**src/design/emm_pkg.sv**
```systemverilog
// Shared constants for the moving-average / expiring min-max block.
// Used by the datapath modules and by the top level; no dependencies.
package emm_pkg;

   localparam int ALPHA_BITS     = 17;
   localparam int LIMIT_BITS     = 16;
   localparam int AGE_BITS       = 16;
   localparam int AVG_BITS       = 32;
   localparam int COUNT_BITS     = 32;
   localparam int CSR_INDEX_BITS = 4;
   localparam int CSR_DATA_BITS  = 17;

   localparam logic [ALPHA_BITS-1:0] ALPHA_ONE   = 17'h10000;
   localparam logic [ALPHA_BITS-1:0] ALPHA_RESET = 17'h08000;
   localparam logic [LIMIT_BITS-1:0] LIMIT_RESET = 16'd4;
   localparam logic [AGE_BITS-1:0]   AGE_MAX     = 16'hFFFF;

   // register indexes on the control port
   localparam logic [CSR_INDEX_BITS-1:0] CSR_ALPHA = 4'd0;
   localparam logic [CSR_INDEX_BITS-1:0] CSR_LIMIT = 4'd1;

endpackage

```
**src/design/emm_extremes.sv**
```systemverilog
// Next minimum, maximum and their ages for one sample.
// Depends on emm_pkg. Pure combinational: compares and saturating increments.
module emm_extremes
   import emm_pkg::*;
#(
   parameter int SAMPLE_BITS = 16
) (
   input  logic signed [SAMPLE_BITS-1:0] sample,
   input  logic                          seen_first,
   input  logic        [LIMIT_BITS-1:0]  limit,
   input  logic signed [SAMPLE_BITS-1:0] min_now,
   input  logic signed [SAMPLE_BITS-1:0] max_now,
   input  logic        [AGE_BITS-1:0]    min_age_now,
   input  logic        [AGE_BITS-1:0]    max_age_now,
   output logic signed [SAMPLE_BITS-1:0] min_next,
   output logic signed [SAMPLE_BITS-1:0] max_next,
   output logic        [AGE_BITS-1:0]    min_age_next,
   output logic        [AGE_BITS-1:0]    max_age_next
);

   logic signed [SAMPLE_BITS-1:0] min_upd, max_upd;
   logic        [AGE_BITS-1:0]    min_age_upd, max_age_upd;

   always_comb begin
      // new extreme restarts its age
      min_upd     = min_now;
      min_age_upd = min_age_now;
      max_upd     = max_now;
      max_age_upd = max_age_now;
      if (sample > max_now) begin
         max_upd     = sample;
         max_age_upd = '0;
      end
      if (sample < min_now) begin
         min_upd     = sample;
         min_age_upd = '0;
      end
      // expiry, tested on the age after the new-extreme check
      if (min_age_upd == limit) begin
         min_upd     = sample;
         min_age_upd = '0;
      end
      if (max_age_upd == limit) begin
         max_upd     = sample;
         max_age_upd = '0;
      end

      if (!seen_first) begin
         min_next     = sample;
         max_next     = sample;
         min_age_next = AGE_BITS'(1);
         max_age_next = AGE_BITS'(1);
      end else begin
         min_next     = min_upd;
         max_next     = max_upd;
         min_age_next = (min_age_upd == AGE_MAX) ? AGE_MAX : min_age_upd + AGE_BITS'(1);
         max_age_next = (max_age_upd == AGE_MAX) ? AGE_MAX : max_age_upd + AGE_BITS'(1);
      end
   end

endmodule

```
**config.mk**
```make
export PLATFORM = sky130hd
export DESIGN_NAME = emm_extremes
export DESIGN_NICKNAME = d
export VERILOG_FILES = /design/src/design/emm_pkg.sv /design/src/design/emm_extremes.sv
export SDC_FILE = /design/constraint.sdc
export NUM_CORES = 1
export LEC_CHECK = 0
export ABC_CLOCK_PERIOD_IN_PS = 3250
export BUFFER_PORTS_ARGS = -buffer_cell sky130_fd_sc_hd__buf_2
export CAP_MARGIN = 10
export CORE_ASPECT_RATIO = 1.2
export CORE_MARGIN = 2
export CORE_UTILIZATION = 44
export DETAILED_ROUTE_END_ITERATION = 6
export GPL_ROUTABILITY_DRIVEN = 0
export PLACE_DENSITY_LB_ADDON = 0.05
export SETUP_SLACK_MARGIN = 0.3
export SYNTH_ARGS = -nofsm -noshare
export SYNTH_HDL_FRONTEND = slang
export SYNTH_SLANG_ARGS = --single-unit
```
**constraint.sdc**
```tcl
create_clock -name vclk -period 3.25
set_input_delay 0.1625 -clock vclk [all_inputs]
set_output_delay 0.1625 -clock vclk [all_outputs]
set_load 0.02 [all_outputs]
```
==> results of run 1 <==
-- metrics by stage --
stage	utilization	TNS [ns]
floorplan	-	-0.1784
detailed placement	0.6948	-9.955
finish	0.9133	-25.81
global placement	0.6948	-7.706
CTS	0.8178	-8.987
global route	0.9133	-29.28
-- cells in the final DEF, fill, tap and decap left out, drive strengths merged, types with 3 or more instances in the layout --
cell,instances
a21o,8
a21oi,32
a22oi,7
a2bb2oi,4
and3,20
and4,4
buf,238
ha,33
inv,52
mux2,33
nand2,31
nand3,29
nand3b,3
nand4,6
nor2,26
nor2b,3
nor3,10
nor4,4
o211ai,3
o21a,4
o21ai,22
o22ai,4
o31a,5
o31ai,4
or2,6
xnor2,20
xor2,9
-- per-layer routing --
| metal | up-vias | GRT usage | routed length, um |
|---|---|---|---|
| li1 | 2040 | - | - |
| met1 | 2192 | 0.3612 | 5635 |
| met2 | 451 | 0.5868 | 8170 |
| met3 | 171 | 0.03059 | 1608 |
| met4 | 0 | 0.1172 | 1408 |
| met5 | - | 0 | 0 |
-- report_power, final --
part           total, mW  internal, mW  switching (mW)
sequential             0             0               0
combinational       1.10         0.549           0.550
clock                  0             0               0
total               1.10         0.549           0.550
-- cells by family (layout without fill, tap and decap cells) --
| family | Yosys count | in the layout | synth area share |
|---|---|---|---|
| XOR/XNOR | 29 | 29 | 0.08378 |
| multiplexers | 34 | 34 | 0.1457 |
| AO/OA/AOI/OAI | 117 | 117 | 0.2650 |
| buffers and inverters | 63 | 291 | 0.09575 |
| AND/OR/NAND/NOR | 151 | 151 | 0.2736 |
| adder cells (fa/ha/maj) | 33 | 33 | 0.1362 |
-- layout make-up --
type | instances | area, sq um
fill | 247 | 586.8
inverter | 52 | 240.2
multi-input combinational | 364 | 3672
tap | 87 | 108.9
timing repair buffer | 239 | 2163
-- timing repair --
item / 4_1_cts / 5_1_grt
pin swaps: 47 / 43
setup endpoints to repair: 62 / 64
gates cloned: 4 / 0
gates resized for setup: 133 / 146
setup buffers: 20 / 10
-- how the worst min path moves through the flow --
stage / to / startpoint / slack (ns) / cells past startpoint
after global routing: min_next[12] / min_now[12] / 0.65 / 3
after global placement: max_next[8] / max_now[8] / 0.67 / 3
after detailed placement: max_next[8] / max_now[8] / 0.67 / 3
final: min_next[12] / min_now[12] / 0.64 / 3
after floorplan: max_age_next[0] / max_age_now[0] / 0.41 / 1
after CTS: min_next[12] / min_now[12] / 0.64 / 3
-- critical path: cells and delay by family --
family / cells / cell delay (ns)
AO/OA/AOI/OAI: 5 / 1.30
adder cells (fa/ha/maj): 2 / 0.41
buffers and inverters: 4 / 0.46
AND/OR/NAND/NOR: 8 / 1.47
==> qor.yml, run 1 <==
dpl.hpwl_mm: 8.875
cp-endpoint: "min_age_next[10]"
drc: 0
setup_viol: 48
ys_warn_count: 0
holdWs_ns: 0.6392
placed_area_sq_mm: 0.004705
synth_most_common_cell: "inv_1"
stdcell_area_sq_mm: 0.006185
max_slew_margin: 0.6332
finalWirelength_mm: 16.82
ant_nets: 0
synth_top_area_cell: "ha_1"
grt_pass1_vias: 4209
die_w_um: 79.78
syn-num-nets: 557
nets: 787
cts_hold_buf: 0
cp-end-kind: "output port"
grt_pass1_wl_mm: 19.38
dp_slack_ns: -0.3943
finalNonFillerCells: 742
clock_buffers: 0
layout-drive-gt1-share: 0.6198
leakage_nw: 2.881
seq_cell_count: 0
synth_top_area_frac: 0.1362
firstDrtPassIters: 6
diodes: 0
max_freq_mhz: 252.4
antenna_found_initial: 0
p_per_area_mw_per_mm2: 177.7
tightest_slew_ns: 0.5454
finalHoldViolations: 0
viasPerCell: 6.542
die_y_um: 94.93
placed_cells_incl_taps: 708
period_needed_ns: 3.962
synth_area_leaders: "ha_1 (14%), mux2_4 (7.9%), inv_1 (6.4%)"
ios: 161
critPathKind: "primary input to output port"
status: "finished, violations left"
area_growth_pct: 104.0
total_power_mw: 1.099
io_buffers: 161
avgSynthCellArea_sq_um: 7.100
crit_fanout: 5
maxCapViolCount: 0
grt_usage: 0.3125
num_vias: 4854
netlist_area_sq_mm: 0.003032
row_count: 33
cp.arrival_ns: 3.80
cp_slowest_cell: "o311ai_1"
wl_per_cell_um: 22.67
ir_drop_uv: 137.5
dieArea_sq_mm: 0.007573
synth_common_cells: "inv_1 (52), ha_1 (33), a21oi_1 (32), nand2_1 (30), nand3_1 (27)"
start_util: 0.4477
regArea_sq_um: 0
seq_area_frac_synth: 0
cp-start-kind: "primary input"
grt_max_degree: 16
rsz0062_at_grt: "yes"
synth.distinct_cells: 73
critPathMaxStageDelay_ns: 0.41
overflow: 0
drt_iter0_drc: 324
crit_path_cell_trace: "buf_2, inv_2, ha_4, and3_4, o211ai_1, buf_4, o41ai_4, nor3_4, o311ai_1, a22oi_1, nand3_2, and3_4, ha_4, nand3_4, or3_4, nor3_4, o22ai_2, nor2_2, buf_6"
period_share: 1.219
drv_slew: 0
violations: "negative setup slack"
hold_path.class: "primary input to output port"
syn_inst: 427
required_ns: 3.09
setup_ws_ns: -0.7116
worstSetupStartpoint: "min_now[5]"
core_sq_mm: 0.006771
Power figures use the tool's default switching activity.
==> run 2, diff against run 1 <==
--- a/config.mk
+++ b/config.mk
@@ -5,12 +5,12 @@
 export SDC_FILE = /design/constraint.sdc
 export NUM_CORES = 1
 export LEC_CHECK = 0
-export ABC_CLOCK_PERIOD_IN_PS = 3250
+export ABC_CLOCK_PERIOD_IN_PS = 3800
 export BUFFER_PORTS_ARGS = -buffer_cell sky130_fd_sc_hd__buf_2
 export CAP_MARGIN = 10
 export CORE_ASPECT_RATIO = 1.2
 export CORE_MARGIN = 2
-export CORE_UTILIZATION = 44
+export CORE_UTILIZATION = 48
 export DETAILED_ROUTE_END_ITERATION = 6
 export GPL_ROUTABILITY_DRIVEN = 0
 export PLACE_DENSITY_LB_ADDON = 0.05
==> constraint.sdc (replaced) <==
create_clock -name vclk -period 3.8
set_input_delay 0.19 -clock vclk [all_inputs]
set_output_delay 0.19 -clock vclk [all_outputs]
set_load 0.02 [all_outputs]
==> qor.yml, run 2 (synthesis results as in run 1) <==
cp-start-kind: "primary input"  # unchanged
holdPathEnd: "min_next[5]"  # was min_next[12]
max_slew_margin: 0.6006  # was 0.6332
num_vias: 4772  # was 4854
area_growth_pct: 82.50  # was 104.0%
grt_max_degree: 16  # unchanged
use_met2: 0.6527  # was 0.5868
crit_fanout: 6  # was 5
total_power_uw: 825.2  # was 1.099 mW
ant_nets: 0  # unchanged
layout_common_cells: "buf_2 (94), buf_6 (64), buf_4 (43)"  # was buf_6 (85), buf_2 (76), buf_4 (58)
rsz0062_at_grt: "yes"  # unchanged
dp_slack_ns: -0.2000  # was -0.3943 ns
seq_cell_count: 0  # unchanged
grt_usage: 0.3357  # was 0.3125
setup_ws_ns: -0.1319  # was -0.7116 ns
regArea_sq_um: 0  # unchanged
die_y_um: 91.06  # was 94.93 um
antenna_found_initial: 1  # was 0
wl_per_cell_um: 22.96  # was 22.67 um
period_needed_ns: 3.932
dpl.hpwl_mm: 8.377  # was 8.875 mm
use_met1: 0.3867  # was 0.3612
status: "finished, violations left"  # unchanged
start_util: 0.4978  # was 0.4477
hold_path.class: "primary input to output port"  # unchanged
drt_iter0_drc: 411  # was 324
required_ns: 3.61  # was 3.09 ns
io_buffers: 161  # unchanged
ios: 161  # unchanged
grt_pass1_vias: 4138  # was 4209
mostFrequentLayoutCell: "buf_2"  # was buf_6
dieArea_sq_mm: 0.006971  # was 0.007573 sq mm
cts_hold_buf: 0  # unchanged
die_w_um: 76.55  # was 79.78 um
setup_viol: 26  # was 48
layout-drive-gt1-share: 0.5911  # was 0.6198
row_count: 31  # was 33
period_share: 1.035
post-route-util: 0.9086  # was 0.9133
n_fill_cell: 248  # was 247
core_sq_mm: 0.006090  # was 0.006771 sq mm
grt_pass1_wl_mm: 19.91  # was 19.38 mm
nets: 758  # was 787
firstDrtPassIters: 7  # was 6
worstHoldStart: "min_now[5]"  # was min_now[12]
max_freq_mhz: 254.3
ir_drop_uv: 104.6  # was 137.5 uV
clock_buffers: 0  # unchanged
p_per_area_mw_per_mm2: 149.1  # was 177.7 mW/mm^2
overflow: 0  # unchanged
critPathKind: "primary input to output port"  # unchanged
drv_slew: 0  # unchanged
violations: "design-rule violations, negative setup slack"  # was negative setup slack
finalWirelength_mm: 16.28  # was 16.82 mm
hold_depth: 3  # unchanged
met3_usage: 0.01789  # was 0.03059
drc: 16  # was 0
leakage_nw: 2.545  # was 2.881 nW
tns_ns: -1.084  # was -25.81 ns
cp.arrival_ns: 3.74  # was 3.80 ns
grt.busiest_layer: "met2"  # unchanged
tightest_slew_ns: 0.5991  # was 0.5454 ns
finalHoldViolations: 0  # unchanged
cp-end-kind: "output port"  # unchanged
holdWs_ns: 0.7009  # was 0.6392 ns
viasPerCell: 6.731  # was 6.542
maxCapViolCount: 0  # unchanged
run 2: through the flow:
step                instance area, sq um  cells
floorplan                           3239    427
global placement                    4245    686
detailed placement                  4245    686
CTS                                 5034    702
global route                        5533    709
finish                              5533    709
run 2: critical path: stages:
cell	delay, ns
buf_6	0.11
ha_4	0.28
and3_4	0.20
o211ai_1	0.11
buf_4	0.18
o41ai_4	0.29
buf_4	0.21
nor3_4	0.07
o31a_1	0.32
o22a_1	0.22
nand3_2	0.13
and3_4	0.22
ha_4	0.16
nand3_4	0.10
or3_4	0.39
nor3_4	0.23
nor3_2	0.07
nor3_2	0.11
buf_4	0.16
run 2: final cells by class:
| type | count | area [sq um] | area share |
|---|---|---|---|
| inverters | 52 | 212.7 | 0.03844 |
| multi-input cells | 364 | 3548 | 0.6413 |
| diodes | 1 | 2.502 | 0.0004523 |
| well taps | 82 | 102.6 | 0.01854 |
| repair buffers | 210 | 1667 | 0.3012 |
run 2: repair_timing:
item,4_1_cts,5_1_grt
endpoints found under the setup margin,48,48
pin swaps,58,43
gates cloned,2,0
resized for setup,137,118
hold endpoints to repair,0,0
setup buffers,14,6
run 2: report_power, final:
group          leakage [nW]  internal (mW)  switching [mW]    total (mW)
sequential                0              0               0             0
combinational          2.54          0.380           0.445         0.825
clock            0.00000634   0.0000000352               0  0.0000000352
total                  2.54          0.380           0.445         0.825
run 2: worst max-delay path by stage:
stage | slack, ns | depth (start not counted) | from | endpoint
after global placement | -0.10 | 18 | sample[6] | min_age_next[15]
after CTS | 0.17 | 18 | sample[10] | min_age_next[15]
after global routing | -0.23 | 19 | min_now[2] | min_age_next[12]
after floorplan | 0.30 | 17 | min_now[10] | min_age_next[6]
after detailed placement | -0.20 | 18 | sample[6] | min_age_next[15]
final | -0.13 | 19 | sample[7] | min_age_next[15]
run 2: layer usage:
metal | up-vias | part of all wire
met4 | 0 | 0.080
met3 | 165 | 0.10
li1 | 1985 | -
met2 | 472 | 0.47
met5 | - | 0
met1 | 2150 | 0.35
